--- src/assert_macros.svh ---
// assertion macros shared by the draw engine rtl
// every macro expects clk and rst_n in scope
`ifndef ASSERT_MACROS_SVH
`define ASSERT_MACROS_SVH

// property must hold on every clock edge out of reset
`define ASSERT_CLK(lbl, prop, msg) \
  lbl: assert property (@(posedge clk) disable iff (!rst_n) (prop)) else $error(msg);

// expression must never be true on a clock edge out of reset
`define ASSERT_NEVER(lbl, expr, msg) \
  lbl: assert property (@(posedge clk) disable iff (!rst_n) !(expr)) else $error(msg);

`endif

--- src/pfde_pkg.sv ---
// types and constants of the page frame buffer draw engine
// no dependencies
package pfde_pkg;

  typedef enum logic [1:0] {
    MODE_PIXEL = 2'd0,
    MODE_FILL  = 2'd1,
    MODE_CLEAR = 2'd2,
    MODE_READ  = 2'd3
  } mode_t;

  typedef enum logic [1:0] {
    ST_CLR   = 2'd0,
    ST_IDLE  = 2'd1,
    ST_RUN   = 2'd2,
    ST_DRAIN = 2'd3
  } state_t;

  localparam int unsigned CFG_IDX_W = 2;
  localparam logic [CFG_IDX_W-1:0] CFG_ACTIVE_COLUMNS = 2'd0;
  localparam logic [CFG_IDX_W-1:0] CFG_ACTIVE_ROWS    = 2'd1;

  localparam logic [7:0] ACTIVE_COLUMNS_RST = 8'd128;
  localparam logic [6:0] ACTIVE_ROWS_RST    = 7'd64;

  // control of the write-back stage of one column byte
  typedef struct packed {
    logic       valid;
    logic       clear;
    logic       col_hit;
    logic       color;
    logic [7:0] row_base;
    logic [7:0] y;
    logic [7:0] h;
    logic [6:0] active_rows;
  } rmw_ctl_t;

endpackage

--- src/pfde_rmw.sv ---
// write-back stage: builds the row mask of one column byte and merges it, or writes zero when clearing
// depends on pfde_pkg
module pfde_rmw
  import pfde_pkg::*;
(
  input  rmw_ctl_t   ctl,
  input  logic [7:0] rdata,
  output logic       we,
  output logic [7:0] wdata
);

  logic [7:0] mask;
  logic [7:0] row;
  logic [7:0] row_off;

  always_comb begin
    mask    = '0;
    row     = '0;
    row_off = '0;
    for (int n = 0; n < 8; n++) begin
      row     = ctl.row_base | 8'(n);
      row_off = row - ctl.y;
      mask[n] = (row_off < ctl.h) && (row < {1'b0, ctl.active_rows});
    end
  end

  always_comb begin
    we = ctl.valid && (ctl.clear || (ctl.col_hit && (mask != 8'd0)));
    if (ctl.clear) begin
      wdata = 8'd0;
    end else if (ctl.color) begin
      wdata = rdata | mask;
    end else begin
      wdata = rdata & ~mask;
    end
  end

endmodule
--- config.mk ---
export PLATFORM = sky130hd
export DESIGN_NAME = pfde_rmw
export DESIGN_NICKNAME = d
export VERILOG_FILES = /design/src/assert_macros.svh /design/src/pfde_pkg.sv /design/src/pfde_rmw.sv
export SDC_FILE = /design/constraint.sdc
export NUM_CORES = 1
export LEC_CHECK = 0
export ABC_AREA = 1
export ABC_CLOCK_PERIOD_IN_PS = 3880
export BUFFER_PORTS_ARGS = -buffer_cell sky130_fd_sc_hd__buf_2
export CAP_MARGIN = 5
export CORE_MARGIN = 1.5
export CORE_UTILIZATION = 60
export DETAILED_ROUTE_END_ITERATION = 6
export PLACE_DENSITY = 0.9
export SLEW_MARGIN = 5
export SYNTH_ARGS = -nofsm -noshare
export SYNTH_HDL_FRONTEND = slang
export SYNTH_SLANG_ARGS = --single-unit
export TNS_END_PERCENT = 1
--- constraint.sdc ---
create_clock -name vclk -period 3.88
set_input_delay 0.582 -clock vclk [all_inputs]
set_output_delay 0.582 -clock vclk [all_outputs]
set_load 0.01 [all_outputs]
==> results of run 1 <==
-- cell usage in the layout, fill, tap and decap left out, drive strengths merged --
master / count
clkinv: 1
o21a: 2
o21ai: 30
inv: 72
or2: 2
fa: 4
xnor2: 5
ha: 72
nand2: 113
nor2: 30
xor2: 36
buf: 73
a21oi: 45
nand3: 19
nand4: 4
-- power by group through the flow --
stage	Sequential [mW]	Combinational, mW	Clock [mW]
after CTS	0	0.616	0
after detailed placement	0	0.613	0
after floorplan	0	0.433	0
after global placement	0	0.590	0
after global routing	0	0.760	0
final	0	0.670	0
-- timing repair --
action	in CTS	in global routing
buffers inserted	0	1
gates resized for setup	0	54
setup endpoints to repair	0	9
-- area by class of cell --
cell class | instances | area [um^2] | share of cell area [%]
inverter | 73 | 274 | 8.25
multi-input combinational | 362 | 2560 | 77.1
tap | 52 | 65.1 | 1.96
timing repair buffer | 73 | 422 | 12.7
-- routing by layer --
metal	wire, um	track usage [%]	vias up
met1	3280	37.3	1414
met4	219	8.33	0
met3	495	2.45	22
met5	0	0	-
li1	-	-	1562
met2	3910	57.5	134
-- per-stage QoR --
step | setup slack (ns) | std cells | TNS [ns] | utilization (%) | power [mW]
final | 0.154 | 560 | 0 | 76.3 | 0.670
after global routing | -0.0110 | 560 | -0.0110 | 76.3 | 0.760
after CTS | 0.0213 | 559 | 0 | 72.6 | 0.616
after detailed placement | 0.0241 | 559 | 0 | 72.6 | 0.613
after global placement | 0.0503 | 559 | 0 | 72.6 | 0.590
after floorplan | 0.418 | 440 | 0 | - | 0.433
-- logic make-up (layout without fill, tap and decap cells) --
family | Yosys count | in the layout | share of synthesized area (%)
simple gates | 168 | 168 | 24.8
fa+ha+maj | 76 | 76 | 36.2
compound gates | 77 | 77 | 14.4
xor+xnor | 41 | 41 | 13.5
buf+inv | 78 | 146 | 11.0
-- final timing paths --
kind	from	to	slack (ns)	depth (start not counted)
setup / recovery	ctl[26]	we	0.15	21
hold / removal	ctl[33]	wdata[1]	1.42	3
-- critical path, stage by stage --
cell	delay, ns
buf_2	0.12
buf_4	0.15
inv_2	0.06
ha_2	0.19
inv_1	0.05
fa_2	0.34
nand3_1	0.09
nand2_1	0.07
xor2_1	0.15
ha_1	0.35
nand2_1	0.07
nor2_2	0.12
o21a_1	0.13
nand2_1	0.09
nand3_2	0.09
nand2_1	0.05
nor2_1	0.10
nand2_1	0.06
nand2_1	0.05
a21oi_1	0.05
buf_2	0.14
==> impl_metrics.ini, run 1 <==
[route]
totalWireLength_um = 7910
drtIter0Drc = 241
via_count = 3132
route.detailed.drc = 0
vias_per_cell = 5.59
drtAntennaViolNets = 0
avgRoutedWirePerCell_um = 14.1
drt_pass1_iterations = 5

[global_route]
grt_max_degree = 10
grt-ovfl-total = 0
antenna_found_initial = 0
grt_first_pass_wirelength_um = 12500
first_global_vias = 2926
track_usage_pct = 30.7

[setup_path]
worstSetupStartpointType = input pin
crit_fanout = 3
cp.arrival_ns = 3.14
crit_required_ns = 3.30
crit_path_end_kind = output pin
worstSetupPathType = in2out

[finish]
regArea_um2 = 0
nClkBuffers = 0
num-nets-final = 629
antennaDiodeCount = 0
drive_gt1_share_pct = 22.0
synthToLayoutAreaGrowth_pct = 22.7
seq_cells = 0
nFillCells = 354
design_area_um2 = 3320

[place]
placed_area_um2 = 3160
gp_congestion = 0.938
io_buffers = 52
place_hpwl_um = 6450

[die]
chipWidth_um = 70.2
rows = 24
io_pins = 52
dieArea_um2 = 4920
core-area_um2 = 4350
die_y_um = 70.2
initial_core_util_pct = 62.2

[power_and_ir_drop]
p_switching_mw = 0.394
power_leakage_nw = 1.93
ir_drop_uv = 101
internal_power_mw = 0.276
clock_power_share_pct = 0
sw_frac_of_total_pct = 58.8
p_comb_share_pct = 100.0
seqPwrFrac_pct = 0
power_density_nw_per_um2 = 202

[sta]
hold_violations = 0
slew_violations = 0
period_share_pct = 96.0
holdWs_ns = 1.42
worstMarginPinSlew_ns = 0.659
worst_slew_margin_rel_pct = 55.9
post-route-min-period_ns = 3.73
finalSetupViolations = 0
fmax_mhz = 268

[synthesis]
syn_nets = 559
syn_avg_cell_area_um2 = 6.15
syn_inst = 440
yosys-top-cells-count = nand2_1 (113), ha_1 (72), inv_1 (72), a21oi_1 (45), xor2_1 (36)
synth_top_cell_by_area = ha_1
syn_area_um2 = 2710
synth-seq-area-share_pct = 0
yosysWarnings = 0
ys_types = 19
synth_top_area_share_pct = 33.3
synth_area_leaders = ha_1 (33%), nand2_1 (16%), xor2_1 (12%)
synth.most_common_cell = nand2_1

[run_status]
outcome = completed

[clock_tree]
hold_buffers = 0

[job]
cap_violations = 0

[min_path]
min_path_type = in2out
No activity file was read; power rests on OpenSTA's default activity.
==> run 2: changes to the inputs <==
--- a/config.mk
+++ b/config.mk
@@ -6,14 +6,14 @@
 export NUM_CORES = 1
 export LEC_CHECK = 0
 export ABC_AREA = 1
-export ABC_CLOCK_PERIOD_IN_PS = 3880
+export ABC_CLOCK_PERIOD_IN_PS = 4000
 export BUFFER_PORTS_ARGS = -buffer_cell sky130_fd_sc_hd__buf_2
 export CAP_MARGIN = 5
 export CORE_MARGIN = 1.5
 export CORE_UTILIZATION = 60
 export DETAILED_ROUTE_END_ITERATION = 6
 export PLACE_DENSITY = 0.9
-export SLEW_MARGIN = 5
+export REMOVE_ABC_BUFFERS = 1
 export SYNTH_ARGS = -nofsm -noshare
 export SYNTH_HDL_FRONTEND = slang
 export SYNTH_SLANG_ARGS = --single-unit
==> constraint.sdc (replaced) <==
create_clock -name vclk -period 4
set_input_delay 0.6 -clock vclk [all_inputs]
set_output_delay 0.6 -clock vclk [all_outputs]
set_load 0.01 [all_outputs]
==> impl_metrics.ini, run 2 (synthesis results as in run 1) <==
[place]
place_hpwl_um = 6410
gp_congestion = 0.935
io_buffers = 52

[finish]
num-nets-final = 618
final_common_cell = nand2_1
drive_gt1_share_pct = 17.1
synthToLayoutAreaGrowth_pct = 17.7
layout_common_cells = nand2_1 (112), inv_1 (72), ha_1 (66)
seq_cells = 0
antennaDiodeCount = 0
nClkBuffers = 0
regArea_um2 = 0

[route]
totalWireLength_um = 7650
route.detailed.drc = 0
dr_wl_met3_um = 399
met2_length_um = 3780
wl_met1_um = 3270
vias_per_cell = 5.52
drtIter0Drc = 227
top_layer = met4
drt_pass1_iterations = 4
drtAntennaViolNets = 0
via_count = 3032
avgRoutedWirePerCell_um = 13.9

[global_route]
track_usage_pct = 31.9
antenna_found_initial = 0
grt_max_degree = 11
grt_first_pass_wirelength_um = 13000
first_global_vias = 2990
grt-ovfl-total = 0

[die]
chipWidth_um = 70.2
die_y_um = 70.2
core-area_um2 = 4350
io_pins = 52
rows = 24
dieArea_um2 = 4920
initial_core_util_pct = 62.2

[sta]
fmax_mhz = 259
post-route-min-period_ns = 3.87
worst_slew_margin_rel_pct = 56.2
slew_violations = 0
hold_violations = 0
worstMarginPinSlew_ns = 0.654
finalSetupViolations = 0
finalSetupTns_ns = 0
period_share_pct = 96.6

[min_path]
min_to = wdata[1]
holdPathStages = 3
min_path_type = in2out
min-delay-start = ctl[33]

[job]
cap_violations = 0

[power_and_ir_drop]
power_density_nw_per_um2 = 194
power_mw = 0.619
power_leakage_nw = 1.87
ir_drop_uv = 101

[setup_path]
crit_required_ns = 3.40
crit_fanout = 4
worstSetupStartpointType = input pin
worstSetupPathType = in2out
cp.arrival_ns = 3.27
crit_path_end_kind = output pin

[run_status]
outcome = completed
==> run 2: worst max path at each step <==
stage                       start  end
after global placement    ctl[18]   we
after global routing      ctl[26]   we
after floorplan           ctl[19]   we
final                     ctl[26]   we
after CTS                 ctl[18]   we
after detailed placement  ctl[18]   we
==> run 2: area by class of cell <==
class                           instances  area (um^2)
Inverter                               73          274
Fill cell                             383         1170
Timing Repair Buffer                   62          339
Tap cell                               52         65.1
Multi-Input combinational cell        362         2510
==> run 2: repair_timing <==
item                                    4_1_cts  5_1_grt
setup buffers                                 0        1
endpoints found under the hold margin         0        0
endpoints found under the setup margin        0        5
hold buffers                                  0        0
resized for setup                             0       30
==> run 2: metal layers <==
| layer | vias up | GRT usage (%) |
|---|---|---|
| met4 | 0 | 7.05 |
| met1 | 1393 | 40.3 |
| li1 | 1536 | - |
| met3 | 19 | 1.44 |
| met5 | - | 0 |
| met2 | 84 | 59.4 |
==> run 2: worst max-delay path: stages <==
cell and delay (ns):
buf_2 0.15, inv_1 0.10, ha_2 0.20, inv_1 0.06, fa_1 0.39, nand3_1 0.10
nand2_1 0.07, xor2_1 0.15, ha_1 0.36, nand2_1 0.08, nor2_2 0.14, o21a_1 0.17
nand2_1 0.07, nand3_1 0.11, nand2_1 0.06, nor2_1 0.11, nand2_1 0.07, nand2_1 0.05
a21oi_1 0.05, buf_2 0.14
==> run 2: metrics by stage <==
step | hold WS (ns) | worst slack (ns) | area, um^2 | instances | utilization [%]
4_1_cts | 1.45 | 0.101 | 3080 | 548 | 70.7
6_report | 1.45 | 0.134 | 3190 | 549 | 73.2
2_1_floorplan | 1.24 | 0.301 | 2680 | 435 | -
3_3_place_gp | 1.44 | 0.134 | 3080 | 548 | 70.7
5_1_grt | 1.47 | -0.0438 | 3190 | 549 | 73.2
3_5_place_dp | 1.45 | 0.111 | 3080 | 548 | 70.7
==> run 2: report_power, final <==
group,total [mW],switching [mW],internal (mW)
clock,0,0,0
combinational,0.619,0.365,0.253
sequential,0,0,0
